## src/rtl/srrw_pkg.sv

```systemverilog
// package for the selective-repeat receive window
// holds widths, window constants, result kinds and the shared sequence-unit types
// no dependencies
`timescale 1ns / 1ps
`default_nettype none

package srrw_pkg;

  localparam int WINDOW_SLOTS = 32;
  localparam int MAX_PAYLOAD  = 512;

  localparam int SEQ_W    = 8;
  localparam int LEN_W    = 10;
  localparam int TIME_W   = 32;
  localparam int HANDLE_W = 16;
  localparam int FREE_W   = 6;
  localparam int CNT_W    = 6;
  localparam int SLOT_W   = $clog2(WINDOW_SLOTS);

  typedef enum logic [1:0] {
    KIND_DELIVER = 2'd0,
    KIND_ACK     = 2'd1,
    KIND_NACK    = 2'd2,
    KIND_END     = 2'd3
  } kind_t;

  typedef enum logic [1:0] {
    ALU_PASS = 2'd0,
    ALU_SUB  = 2'd1,
    ALU_INC  = 2'd2,
    ALU_DEC  = 2'd3
  } alu_op_t;

  typedef struct packed {
    alu_op_t          op;
    logic [SEQ_W-1:0] a;
    logic [SEQ_W-1:0] b;
  } alu_req_t;

  typedef struct packed {
    logic                we;
    logic [SLOT_W-1:0]   addr;
    logic [LEN_W-1:0]    length;
    logic [HANDLE_W-1:0] handle;
  } slot_wr_t;

endpackage

`default_nettype wire

```

## src/rtl/srrw_if.sv

```systemverilog
// valid/ready channel interfaces for the receive window
// packet-header input channel and result channel; depends on srrw_pkg
`timescale 1ns / 1ps
`default_nettype none

interface srrw_in_if;
  import srrw_pkg::*;

  logic                valid;
  logic                ready;
  logic                is_data;
  logic [SEQ_W-1:0]    seq_number;
  logic                truncated;
  logic [LEN_W-1:0]    payload_length;
  logic [TIME_W-1:0]   sent_time;
  logic [HANDLE_W-1:0] payload_handle;

  modport source (output valid, is_data, seq_number, truncated, payload_length,
                  sent_time, payload_handle, input ready);
  modport sink (input valid, is_data, seq_number, truncated, payload_length,
                sent_time, payload_handle, output ready);
endinterface

interface srrw_out_if;
  import srrw_pkg::*;

  logic                valid;
  logic                ready;
  logic [1:0]          kind;
  logic [SEQ_W-1:0]    out_seq;
  logic [FREE_W-1:0]   free_window;
  logic [TIME_W-1:0]   echo_time;
  logic [HANDLE_W-1:0] out_handle;
  logic [LEN_W-1:0]    out_length;
  logic                last;

  modport source (output valid, kind, out_seq, free_window, echo_time, out_handle,
                  out_length, last, input ready);
  modport sink (input valid, kind, out_seq, free_window, echo_time, out_handle,
                out_length, last, output ready);
endinterface

`default_nettype wire

```

## src/rtl/srrw_alu.sv

```systemverilog
// shared sequence-number unit: difference, increment, decrement mod 256
// one adder reused by the check, increment and ack steps of the sequencer; depends on srrw_pkg
`timescale 1ns / 1ps
`default_nettype none

module srrw_alu (
  input  srrw_pkg::alu_req_t         req,
  output logic [srrw_pkg::SEQ_W-1:0] y
);
  import srrw_pkg::*;

  logic [SEQ_W-1:0] b_sel;
  logic             cin;

  always_comb begin
    case (req.op)
      ALU_SUB: begin
        b_sel = ~req.b;
        cin   = 1'b1;
      end
      ALU_INC: begin
        b_sel = '0;
        cin   = 1'b1;
      end
      ALU_DEC: begin
        b_sel = '1;
        cin   = 1'b0;
      end
      default: begin
        b_sel = '0;
        cin   = 1'b0;
      end
    endcase
  end

  assign y = req.a + b_sel + SEQ_W'(cin);

endmodule

`default_nettype wire

```

## src/rtl/srrw_slot_mem.sv

```systemverilog
// slot store for buffered out-of-order packets: length and payload handle
// one write port, one registered read port; depends on srrw_pkg
`timescale 1ns / 1ps
`default_nettype none

module srrw_slot_mem (
  input  logic                          clk,
  input  srrw_pkg::slot_wr_t            wr,
  input  logic [srrw_pkg::SLOT_W-1:0]   rd_addr,
  output logic [srrw_pkg::LEN_W-1:0]    rd_length,
  output logic [srrw_pkg::HANDLE_W-1:0] rd_handle
);
  import srrw_pkg::*;

  logic [LEN_W-1:0]    len_mem    [WINDOW_SLOTS];
  logic [HANDLE_W-1:0] handle_mem [WINDOW_SLOTS];

  always_ff @(posedge clk) begin
    if (wr.we) begin
      len_mem[wr.addr]    <= wr.length;
      handle_mem[wr.addr] <= wr.handle;
    end
    rd_length <= len_mem[rd_addr];
    rd_handle <= handle_mem[rd_addr];
  end

endmodule

`default_nettype wire

```

## src/rtl/selective_repeat_receive_window_top.sv

```systemverilog
// selective-repeat receive window: sequencer, slot valid flags and result register
// uses srrw_pkg, srrw_if, srrw_alu and srrw_slot_mem
`timescale 1ns / 1ps
`default_nettype none

// Takes one packet header per transaction and answers with deliver, ack/nack or end
// results. A non-data header, or any header after the transfer ended, is taken and gives
// nothing. A packet that is stored, truncated or out of window goes through accept,
// window check and ack. An in-order packet is delivered at the window check, then drains
// the buffered packets behind it before ack: each drain step is one pass through the
// shared sequence adder plus one registered read of the slot memory. Results sit in one
// output register, so a stalled result sink holds the sequencer at its next result,
// while the next header can still be taken once the sequencer is back idle.
module selective_repeat_receive_window_top (
  input  logic      clk,
  input  logic      rst_n,
  srrw_in_if.sink   in_ch,
  srrw_out_if.source out_ch
);
  import srrw_pkg::*;

  typedef enum logic [2:0] {
    ST_IDLE,
    ST_CHECK,
    ST_INC,
    ST_PEEK,
    ST_ACK
  } state_t;

  state_t state_r, state_nxt;

  logic [SEQ_W-1:0]        expected_r, expected_nxt;
  logic [WINDOW_SLOTS-1:0] valid_r, valid_nxt;
  logic [CNT_W-1:0]        count_r, count_nxt;
  logic                    finished_r, finished_nxt;

  // latched header
  logic [SEQ_W-1:0]    seq_r, seq_nxt;
  logic                tr_r, tr_nxt;
  logic [LEN_W-1:0]    len_r, len_nxt;
  logic [TIME_W-1:0]   time_r, time_nxt;
  logic [HANDLE_W-1:0] handle_r, handle_nxt;

  // result register
  logic                out_valid_r, out_valid_nxt;
  kind_t               kind_r, kind_nxt;
  logic [SEQ_W-1:0]    oseq_r, oseq_nxt;
  logic [FREE_W-1:0]   free_r, free_nxt;
  logic [TIME_W-1:0]   echo_r, echo_nxt;
  logic [HANDLE_W-1:0] ohandle_r, ohandle_nxt;
  logic [LEN_W-1:0]    olen_r, olen_nxt;
  logic                last_r, last_nxt;

  alu_req_t          alu_req;
  logic [SEQ_W-1:0]  alu_y;
  slot_wr_t          mem_wr;
  logic [SLOT_W-1:0] rd_addr;
  logic [LEN_W-1:0]    rd_length;
  logic [HANDLE_W-1:0] rd_handle;

  logic              can_emit;
  logic [SLOT_W-1:0] seq_idx;
  logic [SLOT_W-1:0] exp_idx;
  logic [LEN_W-1:0]  len_clamped;

  srrw_alu u_alu (
    .req (alu_req),
    .y   (alu_y)
  );

  srrw_slot_mem u_mem (
    .clk       (clk),
    .wr        (mem_wr),
    .rd_addr   (rd_addr),
    .rd_length (rd_length),
    .rd_handle (rd_handle)
  );

  assign can_emit    = !out_valid_r || out_ch.ready;
  assign seq_idx     = seq_r[SLOT_W-1:0];
  assign exp_idx     = expected_r[SLOT_W-1:0];
  assign len_clamped = (len_r > LEN_W'(MAX_PAYLOAD)) ? LEN_W'(MAX_PAYLOAD) : len_r;

  always_comb begin
    state_nxt     = state_r;
    expected_nxt  = expected_r;
    valid_nxt     = valid_r;
    count_nxt     = count_r;
    finished_nxt  = finished_r;
    seq_nxt       = seq_r;
    tr_nxt        = tr_r;
    len_nxt       = len_r;
    time_nxt      = time_r;
    handle_nxt    = handle_r;
    out_valid_nxt = out_valid_r;
    kind_nxt      = kind_r;
    oseq_nxt      = oseq_r;
    free_nxt      = free_r;
    echo_nxt      = echo_r;
    ohandle_nxt   = ohandle_r;
    olen_nxt      = olen_r;
    last_nxt      = last_r;

    alu_req = '{op: ALU_PASS, a: expected_r, b: seq_r};
    mem_wr  = '{we: 1'b0, addr: seq_idx, length: len_clamped, handle: handle_r};
    rd_addr = exp_idx;

    if (out_valid_r && out_ch.ready) begin
      out_valid_nxt = 1'b0;
    end

    case (state_r)
      ST_IDLE: begin
        if (in_ch.valid) begin
          seq_nxt    = in_ch.seq_number;
          tr_nxt     = in_ch.truncated;
          len_nxt    = in_ch.payload_length;
          time_nxt   = in_ch.sent_time;
          handle_nxt = in_ch.payload_handle;
          if (!finished_r && in_ch.is_data) begin
            state_nxt = ST_CHECK;
          end
        end
      end
      ST_CHECK: begin
        // alu gives the distance ahead of the expected number
        alu_req = '{op: ALU_SUB, a: seq_r, b: expected_r};
        if (len_r == '0 && alu_y == '0) begin
          if (can_emit) begin
            out_valid_nxt = 1'b1;
            kind_nxt      = KIND_END;
            oseq_nxt      = seq_r;
            free_nxt      = '0;
            echo_nxt      = '0;
            ohandle_nxt   = '0;
            olen_nxt      = '0;
            last_nxt      = 1'b1;
            finished_nxt  = 1'b1;
            state_nxt     = ST_IDLE;
          end
        end else if (!tr_r && alu_y == '0) begin
          if (can_emit) begin
            out_valid_nxt = 1'b1;
            kind_nxt      = KIND_DELIVER;
            oseq_nxt      = seq_r;
            free_nxt      = '0;
            echo_nxt      = '0;
            ohandle_nxt   = handle_r;
            olen_nxt      = len_clamped;
            last_nxt      = 1'b0;
            state_nxt     = ST_INC;
          end
        end else if (!tr_r && alu_y < SEQ_W'(WINDOW_SLOTS)) begin
          mem_wr.we = 1'b1;
          if (!valid_r[seq_idx]) begin
            valid_nxt[seq_idx] = 1'b1;
            count_nxt          = count_r + CNT_W'(1);
          end
          state_nxt = ST_ACK;
        end else begin
          state_nxt = ST_ACK;
        end
      end
      ST_INC: begin
        alu_req      = '{op: ALU_INC, a: expected_r, b: seq_r};
        expected_nxt = alu_y;
        rd_addr      = alu_y[SLOT_W-1:0];
        state_nxt    = ST_PEEK;
      end
      ST_PEEK: begin
        // slot memory data for the new expected number is valid here
        if (valid_r[exp_idx]) begin
          if (can_emit) begin
            out_valid_nxt      = 1'b1;
            kind_nxt           = KIND_DELIVER;
            oseq_nxt           = expected_r;
            free_nxt           = '0;
            echo_nxt           = '0;
            ohandle_nxt        = rd_handle;
            olen_nxt           = rd_length;
            last_nxt           = 1'b0;
            valid_nxt[exp_idx] = 1'b0;
            if (count_r != '0) begin
              count_nxt = count_r - CNT_W'(1);
            end
            state_nxt = ST_INC;
          end
        end else begin
          state_nxt = ST_ACK;
        end
      end
      ST_ACK: begin
        alu_req = '{op: (tr_r ? ALU_DEC : ALU_PASS), a: expected_r, b: seq_r};
        if (can_emit) begin
          out_valid_nxt = 1'b1;
          kind_nxt      = tr_r ? KIND_NACK : KIND_ACK;
          oseq_nxt      = alu_y;
          free_nxt      = FREE_W'(WINDOW_SLOTS) - FREE_W'(count_r);
          echo_nxt      = time_r;
          ohandle_nxt   = '0;
          olen_nxt      = '0;
          last_nxt      = 1'b1;
          state_nxt     = ST_IDLE;
        end
      end
      default: begin
        state_nxt = ST_IDLE;
      end
    endcase
  end

  always_ff @(posedge clk) begin
    if (!rst_n) begin
      state_r     <= ST_IDLE;
      expected_r  <= '0;
      valid_r     <= '0;
      count_r     <= '0;
      finished_r  <= 1'b0;
      out_valid_r <= 1'b0;
    end else begin
      state_r     <= state_nxt;
      expected_r  <= expected_nxt;
      valid_r     <= valid_nxt;
      count_r     <= count_nxt;
      finished_r  <= finished_nxt;
      out_valid_r <= out_valid_nxt;
    end
    seq_r     <= seq_nxt;
    tr_r      <= tr_nxt;
    len_r     <= len_nxt;
    time_r    <= time_nxt;
    handle_r  <= handle_nxt;
    kind_r    <= kind_nxt;
    oseq_r    <= oseq_nxt;
    free_r    <= free_nxt;
    echo_r    <= echo_nxt;
    ohandle_r <= ohandle_nxt;
    olen_r    <= olen_nxt;
    last_r    <= last_nxt;
  end

  assign in_ch.ready        = (state_r == ST_IDLE);
  assign out_ch.valid       = out_valid_r;
  assign out_ch.kind        = kind_r;
  assign out_ch.out_seq     = oseq_r;
  assign out_ch.free_window = free_r;
  assign out_ch.echo_time   = echo_r;
  assign out_ch.out_handle  = ohandle_r;
  assign out_ch.out_length  = olen_r;
  assign out_ch.last        = last_r;

endmodule

`default_nettype wire

```

## src/flat_wrapper.sv

```systemverilog
// flat-port wrapper written by rule: the top's interface ports become plain ports
module selective_repeat_receive_window_top_flat import srrw_pkg::*;
  (clk, rst_n, in_ch_valid, in_ch_is_data, in_ch_seq_number, in_ch_truncated, in_ch_payload_length, in_ch_sent_time, in_ch_payload_handle, in_ch_ready, out_ch_valid, out_ch_kind, out_ch_out_seq, out_ch_free_window, out_ch_echo_time, out_ch_out_handle, out_ch_out_length, out_ch_last, out_ch_ready);
  srrw_in_if in_ch_i ();
  srrw_out_if out_ch_i ();
  input  logic clk;
  input  logic rst_n;
  input wire logic [$bits(in_ch_i.valid)-1:0] in_ch_valid;
  input wire logic [$bits(in_ch_i.is_data)-1:0] in_ch_is_data;
  input wire logic [$bits(in_ch_i.seq_number)-1:0] in_ch_seq_number;
  input wire logic [$bits(in_ch_i.truncated)-1:0] in_ch_truncated;
  input wire logic [$bits(in_ch_i.payload_length)-1:0] in_ch_payload_length;
  input wire logic [$bits(in_ch_i.sent_time)-1:0] in_ch_sent_time;
  input wire logic [$bits(in_ch_i.payload_handle)-1:0] in_ch_payload_handle;
  output wire logic [$bits(in_ch_i.ready)-1:0] in_ch_ready;
  output wire logic [$bits(out_ch_i.valid)-1:0] out_ch_valid;
  output wire logic [$bits(out_ch_i.kind)-1:0] out_ch_kind;
  output wire logic [$bits(out_ch_i.out_seq)-1:0] out_ch_out_seq;
  output wire logic [$bits(out_ch_i.free_window)-1:0] out_ch_free_window;
  output wire logic [$bits(out_ch_i.echo_time)-1:0] out_ch_echo_time;
  output wire logic [$bits(out_ch_i.out_handle)-1:0] out_ch_out_handle;
  output wire logic [$bits(out_ch_i.out_length)-1:0] out_ch_out_length;
  output wire logic [$bits(out_ch_i.last)-1:0] out_ch_last;
  input wire logic [$bits(out_ch_i.ready)-1:0] out_ch_ready;
  assign in_ch_i.valid = in_ch_valid;
  assign in_ch_i.is_data = in_ch_is_data;
  assign in_ch_i.seq_number = in_ch_seq_number;
  assign in_ch_i.truncated = in_ch_truncated;
  assign in_ch_i.payload_length = in_ch_payload_length;
  assign in_ch_i.sent_time = in_ch_sent_time;
  assign in_ch_i.payload_handle = in_ch_payload_handle;
  assign in_ch_ready = in_ch_i.ready;
  assign out_ch_valid = out_ch_i.valid;
  assign out_ch_kind = out_ch_i.kind;
  assign out_ch_out_seq = out_ch_i.out_seq;
  assign out_ch_free_window = out_ch_i.free_window;
  assign out_ch_echo_time = out_ch_i.echo_time;
  assign out_ch_out_handle = out_ch_i.out_handle;
  assign out_ch_out_length = out_ch_i.out_length;
  assign out_ch_last = out_ch_i.last;
  assign out_ch_i.ready = out_ch_ready;
  selective_repeat_receive_window_top u_core (.clk(clk), .rst_n(rst_n), .in_ch(in_ch_i), .out_ch(out_ch_i));
endmodule
```

## config.mk

```make
export PLATFORM = sky130hd
export DESIGN_NAME = selective_repeat_receive_window_top_flat
export DESIGN_NICKNAME = d
export VERILOG_FILES = /design/src/rtl/srrw_pkg.sv /design/src/rtl/srrw_if.sv /design/src/rtl/srrw_alu.sv /design/src/rtl/srrw_slot_mem.sv /design/src/rtl/selective_repeat_receive_window_top.sv /design/src/flat_wrapper.sv
export SDC_FILE = /design/constraint.sdc
export NUM_CORES = 1
export LEC_CHECK = 0
export BUFFER_PORTS_ARGS = -buffer_cell sky130_fd_sc_hd__clkbuf_2
export CAP_MARGIN = 15
export CORE_MARGIN = 3
export CORE_UTILIZATION = 50
export DETAILED_ROUTE_END_ITERATION = 8
export HOLD_SLACK_MARGIN = 0.06
export PLACE_DENSITY = 0.79
export SYNTH_ARGS = -nofsm -noshare
export SYNTH_HDL_FRONTEND = slang
export SYNTH_SLANG_ARGS = --single-unit
```

## constraint.sdc

```tcl
create_clock -name clk -period 7 [get_ports clk]
set_clock_uncertainty 0.2 [all_clocks]
set_input_delay 0.35 -clock clk [delete_from_list [all_inputs] [get_ports clk]]
set_output_delay 0.35 -clock clk [all_outputs]
set_load 0.02 [all_outputs]
```

==> results of run 1 <==
==> cells by family (layout without fill, tap and decap cells) <==
group                    after synthesis  after routing  synth area share
flip-flops                          1051           1051             0.738
AND/OR/NAND/NOR                      654            654            0.0709
XOR/XNOR                              10             10           0.00210
buffers and inverters                169            493            0.0165
multiplexers                         240            240             0.124
adder cells (fa/ha/maj)               16             16           0.00534
AO/OA/AOI/OAI                        269            269            0.0426
==> worst register-to-register path, stage by stage (launching register included) <==
cell and delay (ps):
dfxtp_1 300, buf_4 230, nor2b_2 310, nor2b_1 190, buf_4 290, a21oi_4 100, inv_1 150, ha_1 340
and3_1 200, o21ai_0 90, fa_1 440, fa_1 470, xor2_1 460, nand3_1 150, nor3_1 520, and2_1 220
o211ai_1 90, a21oi_1 290, o21ai_0 320, nor2_4 150, buf_4 430
==> final cells by class <==
class,count,area share
flip-flops and latches,1051,0.641
multi-input cells,1189,0.220
clock buffers,131,0.0551
repair buffers,298,0.0469
well taps,1070,0.0279
clock inverters,49,0.00805
inverters,15,0.00117
==> per-layer routing <==
metal / vias up / GRT usage
met4: 12 / 0.0863
met3: 271 / 0.0538
met5: - / 0
met2: 1642 / 0.379
met1: 12300 / 0.336
li1: 10000 / -
==> path summary, 6_finish.rpt <==
path	from	to	cells after the start
setup reg to reg	u_core.state_r[2]	u_core.out_ch.echo_time[7]	20
setup / recovery	u_core.state_r[2]	u_core.out_ch.echo_time[7]	20
hold reg to reg	u_core.valid_r[5]	u_core.valid_r[5]	2
hold / removal	out_ch_ready	u_core.out_ch.out_length[0]	4
==> metrics by stage <==
step / power [mW] / area [sq um]
after floorplan: 7.48 / 41700
after global placement: 7.72 / 44200
after detailed placement: 7.74 / 44200
after CTS: 12.8 / 47900
after global routing: 13.1 / 48000
final: 12.7 / 48000
==> flip-flops by register name, summed over array words and instances (netlist names), 16 cells and up, named ones only <==
signal and count:
u_core.handle_r 16, u_core.out_ch.echo_time 32, u_core.out_ch.out_handle 16, u_core.time_r 32, u_core.u_mem.handle_mem 512, u_core.u_mem.len_mem 320
u_core.u_mem.rd_handle 16, u_core.valid_r 32
==> synthesized netlist by cell type (5+ instances only) <==
| cell type | instances |
|---|---|
| o22ai_1 | 20 |
| xnor2_1 | 7 |
| a22oi_1 | 25 |
| buf_1 | 26 |
| nand2b_1 | 7 |
| nand4_1 | 5 |
| o311ai_0 | 9 |
| nor4b_1 | 8 |
| o211ai_1 | 29 |
| dfxtp_1 | 77 |
| and3_1 | 37 |
| buf_2 | 20 |
| nor3_1 | 13 |
| mux2i_1 | 16 |
| clkbuf_1 | 103 |
| a21oi_1 | 27 |
| mux4_2 | 222 |
| nand2_1 | 368 |
| or4_1 | 5 |
| edfxtp_1 | 974 |
| a32o_1 | 6 |
| a32oi_1 | 19 |
| nand3_1 | 72 |
| nor2_1 | 78 |
| inv_1 | 14 |
| nor2b_1 | 19 |
| o21ai_0 | 99 |
| ha_1 | 13 |
| nor4_1 | 9 |
| and2_1 | 7 |
==> power by group <==
| group | leakage [nW] | internal, mW | switching, mW | total (mW) |
|---|---|---|---|---|
| registers | 9.51 | 7.00 | 0.0693 | 7.07 |
| clock network | 1.48 | 2.81 | 2.26 | 5.07 |
| logic | 5.30 | 0.175 | 0.418 | 0.593 |
| total | 16.3 | 9.99 | 2.75 | 12.7 |
==> reports/qor.csv, run 1 <==
stage,metric,value,unit
routing,initial DRC count,3178,
worst_setup_path,"Arr. time, crit path",6370,ps
worst_setup_path,crit path cell chain,buf_4 > nor2b_2 > nor2b_1 > buf_4 > a21oi_4 > inv_1 > ha_1 > and3_1 > o21ai_0 > fa_1 > fa_1 > xor2_1 > nand3_1 > nor3_1 > and2_1 > o211ai_1 > a21oi_1 > o21ai_0 > nor2_4 > buf_4,
pwr,Leak,16.3,nW
sta,Hold Slack,145,ps
clock_tree,post-CTS setup repair buffer count,0,
clock_tree,CTS tree,yes,
yosys,Syn Inst Count,2409,
clock_tree,Clock Sink Count,1051,
worst_setup_path,"Largest delay share family, worst path",simple AND/OR/NAND/NOR gates,
worst_setup_path,Critical Path RT,7080,ps
yosys,Yosys warnings,0,
layout,synth-to-layout area growth,15.2,%
worst_setup_path,crit path max fanout,41,
routing,DRT antenna net count,0,
clock_tree,H-tree Lvls,3,
routing,Vias,24200,
sta,final hold violations,0,
yosys,post-synth top area share,0.701,
layout,diode count,0,
worst_setup_path,CP Launch Type,register,
grt,aggregate global-route resource usage,0.241,
placed_design,pre-CTS setup slack,450,ps
layout,Final nets,2740,
routing,TritonRoute pass-1 iters,6,
floorplanning,die area,0.0869,sq mm
placed_design,gp weighted congestion,0.937,
grt,global-route wire length before repair,156000,microns
worst_setup_path,reg2reg setup slack,720,ps
sta,Fmax,159,MHz
yosys,syn nets,2497,
floorplanning,io pins,149,
yosys,Post-synth top flop,edfxtp_1,
outcome,status,"complete, no violations",
layout,layout cells sized above 1,0.238,
layout,"Core Util, Final",0.583,
sta,sum of negative setup slack,0,ps
clock_tree,maximum buffer depth of the clock tree,3,
floorplanning,die width,295,microns
placed_design,DPL Wire Length,61300,microns
layout,"commonest non-fill, non-tap cells in the layout","edfxtp_1, nand2_1, mux4_2, clkbuf_2",
yosys,"EDFF count, synth",974,
worst_setup_path,WP buf/inv,4,
sta,Slew HR,0.263,
routing,met1 wire length,39500,microns
routing,metal2 WL,49700,microns
layout,Finished Layout Cells,3803,
sta,Least-Margin Pin Slew,1100,ps
worst_setup_path,CP Class,reg2reg,
worst_setup_path,max incr delay on CP,520,ps
clock_tree,Resize count post-CTS,0,
yosys,Synth area leader,edfxtp_1,
worst_setup_path,most frequent cell on the critical path,buf_4,
routing,via/cell ratio,6.36,
placed_design,# placed instances,3549,
clock_tree,root buffer cell,clkbuf_16,
floorplanning,Starting Density,0.506,
yosys,Synth area leaders,"edfxtp_1, mux4_2, dfxtp_1",
sta,unrepaired setup endpoints after global routing,no,
clock_tree,later-pin clock latency in the skew report,670,ps
grt,vias in the first global route,24300,
yosys,async set-reset flop share out of synthesis,0,
yosys,Synth cell types,72,
clock_tree,Num CTS Buffers,97,
floorplanning,DIE HEIGHT,295,microns
worst_setup_path,critical path endpoint category,register,
routing,top sig layer,met5,
sta,Final setup viols,0,
routing,Avg WL per Cell,27.6,microns
layout,area of the multi-input gates,0.0106,sq mm
grt,initial antenna violation count,8,
routing,Total Routed Length,105000,microns
min_path,worst hold path class,in2reg,
sta,Final period util,0.898,
worst_setup_path,"Max stage delay cell, worst path",nor3_1,
grt,largest net degree at the start of global routing,106,
layout,Layout fillers,5678,
grt,total gr overflow,0,
yosys,"Seq/Total Area, Yosys",0.738,
routing,Met3 Wirelength,11800,microns
pwr,pwr dens,265,mW/mm^2
clock_tree,"Clk pin slew, worst setup/hold paths",70,ps
sta,"Slew Viols, Final",0,
routing,Residual DRC,0,
placed_design,IO Port Bufs,148,
yosys,Yosys reg bits,1051,
pwr,"IR drop worst, VDD",0.194,mV
yosys,Synth Cell Area,0.0417,sq mm
clock_tree,Post-CTS Hold Buffers,70,
yosys,Mean Syn Cell Area,17.3,sq um
sta,min cycle time layout,6280,ps
flow_run,Max-Cap Viols,0,
layout,register area,0.0308,sq mm
floorplanning,CORE AREA,0.0824,sq mm
sta,worst setup margin,715,ps
layout,"commonest non-fill, non-tap cell in the layout",edfxtp_1,
floorplanning,Rows,105,
Note: power is estimated with default switching activity, not from simulation.
==> run 2: changes to the inputs <==
--- a/config.mk
+++ b/config.mk
@@ -9,2 +9,3 @@
 export CAP_MARGIN = 15
+export CORE_ASPECT_RATIO = 1.1
 export CORE_MARGIN = 3
==> constraint.sdc (replaced) <==
create_clock -name clk -period 5.3 [get_ports clk]
set_clock_uncertainty 0.2 [all_clocks]
set_input_delay 0.265 -clock clk [delete_from_list [all_inputs] [get_ports clk]]
set_output_delay 0.265 -clock clk [all_outputs]
set_load 0.1 [all_outputs]
==> reports/qor.csv, run 2 (synthesized netlist as in run 1, its figures left out) <==
stage,metric,value,unit
pwr,Leak,16.9,nW
sta,Final period util,0.949,
grt,aggregate global-route resource usage,0.257,
floorplanning,DIE HEIGHT,309,microns
routing,Avg WL per Cell,29.6,microns
sta,Fmax,199,MHz
clock_tree,H-tree Lvls,3,
worst_setup_path,"Arr. time, crit path",5340,ps
grt,total gr overflow,0,
sta,Least-Margin Pin Slew,1180,ps
clock_tree,later-pin clock latency in the skew report,680,ps
worst_setup_path,WP buf/inv,3,
layout,most flop-heavy register,u_core.u_mem.handle_mem,
sta,final hold violations,0,
worst_setup_path,reg2reg setup slack,270,ps
sta,Final setup viols,0,
placed_design,gp weighted congestion,0.873,
routing,Total Routed Length,114000,microns
worst_setup_path,"Max stage delay cell, worst path",fa_1,
worst_setup_path,Critical Path RT,5610,ps
routing,Residual DRC,0,
sta,worst setup margin,268,ps
layout,layout cells sized above 1,0.263,
floorplanning,Rows,110,
floorplanning,CORE AREA,0.0823,sq mm
grt,grt peak-use layer,met2,
placed_design,IO Port Bufs,148,
clock_tree,root buffer cell,clkbuf_16,
sta,min cycle time layout,5030,ps
layout,"commonest non-fill, non-tap cells in the layout","edfxtp_1, nand2_1, mux4_2, clkbuf_2, clkbuf_16",
placed_design,DPL Wire Length,61700,microns
worst_setup_path,crit path cell chain,nor2b_2 > nor2b_2 > a21oi_4 > inv_1 > ha_1 > and3_1 > o21ai_0 > fa_1 > fa_1 > nor2_1 > a21oi_4 > buf_4 > buf_12 > mux4_2 > nand2_1 > nand2_1 > o211ai_1 > o21ai_0,
clock_tree,Clock Sink Count,1051,
routing,TritonRoute pass-1 iters,6,
grt,GRT met2 Usage,0.425,
layout,Largest regs,"u_core.u_mem.handle_mem: 512 flops, u_core.u_mem.len_mem: 320 flops",
worst_setup_path,reg2reg path depth,18,
pwr,Power Total,18.3,mW
min_path,hold path cells,2,
worst_setup_path,capturing point of the worst reg2reg path,u_core.u_mem.rd_length[1],
placed_design,pre-CTS setup slack,139,ps
layout,Final nets,2789,
routing,via/cell ratio,6.49,
grt,largest net degree at the start of global routing,106,
sta,Slew HR,0.209,
grt,met1 Resource Use GR,0.328,
clock_tree,Num CTS Buffers,104,
clock_tree,CTS tree,yes,
routing,initial DRC count,3458,
min_path,worst hold path class,in2reg,
outcome,status,"complete, no violations",
grt,vias in the first global route,25000,
grt,global-route wire length before repair,164000,microns
worst_setup_path,"Largest delay share family, worst path",adder cells,
routing,DRT antenna net count,0,
sta,"Slew Viols, Final",0,
floorplanning,die area,0.0869,sq mm
worst_setup_path,critical path endpoint category,register,
min_path,Worst Hold Launch,in_ch_payload_length[9],
worst_setup_path,max incr delay on CP,620,ps
routing,Vias,25000,
grt,initial antenna violation count,2,
floorplanning,die width,281,microns
worst_setup_path,CP Launch Type,register,
floorplanning,io pins,149,
layout,max reg flops,512,
clock_tree,"Clk pin slew, worst setup/hold paths",70,ps
min_path,hold worst-path end,u_core.len_r[9],
floorplanning,Starting Density,0.507,
layout,"commonest non-fill, non-tap cell in the layout",edfxtp_1,
worst_setup_path,crit path max fanout,73,
clock_tree,maximum buffer depth of the clock tree,3,
pwr,pwr dens,369,mW/mm^2
layout,synth-to-layout area growth,18.8,%
flow_run,Max-Cap Viols,0,
pwr,"IR drop worst, VDD",0.306,mV
grt,routing usage on met3,0.0470,
worst_setup_path,CP Class,reg2reg,
worst_setup_path,Reg-to-Reg Start,u_core.state_r[0],
[run 2: worst max-delay path by stage]
stage | from | to | slack (ps) | depth (start not counted)
floorplan | u_core.state_r[1] | u_core.u_mem.handle_mem[0][0] | -120 | 20
global placement | u_core.state_r[0] | u_core.u_mem.handle_mem[0][11] | 200 | 19
detailed placement | u_core.state_r[0] | u_core.u_mem.handle_mem[0][1] | 140 | 19
CTS | u_core.state_r[0] | u_core.u_mem.len_mem[2][4] | 50 | 19
global route | u_core.state_r[0] | u_core.state_r[0] | -10 | 18
finish | u_core.state_r[0] | u_core.u_mem.rd_length[1] | 270 | 18
[run 2: final cells by class]
type,instances,area (sq um)
antenna,1,2.50
multi-input combinational,1189,10600
sequential,1051,30800
inverter,15,56.3
clock buffer,126,2820
clock inverter,69,813
timing repair buffer,340,3110
tap,1064,1330
fill,5442,32800
[run 2: metal layers]
layer / wire length [microns] / vias to the layer above
met1: 39400 / 12600
met4: 6290 / 0
met5: 0 / -
li1: - / 10100
met2: 56900 / 1881
met3: 11600 / 350
[run 2: metrics by stage]
stage                     instances  TNS (ps)  hold slack [ps]   util  area [sq um]
after floorplan                2409    -48990              164      -         41900
after global placement         3567         0              242  0.545         44800
after detailed placement       3567         0              244  0.545         44800
after CTS                      3833         0             72.0  0.597         49200
after global routing           3854     -26.2             96.0  0.602         49500
final                          3855         0             94.5  0.602         49500
[run 2: power breakdown]
group	switching (mW)	internal (mW)	total, mW
clock	3.25	4.55	7.80
combinational	0.896	0.259	1.15
sequential	0.0905	9.25	9.34
[run 2: repair_timing]
action / in CTS / in global routing
gates resized for setup: 0 / 12
setup endpoints to repair: 0 / 796
hold buffers: 71 / 0
buffers inserted: 0 / 13
hold endpoints to repair: 77 / 0
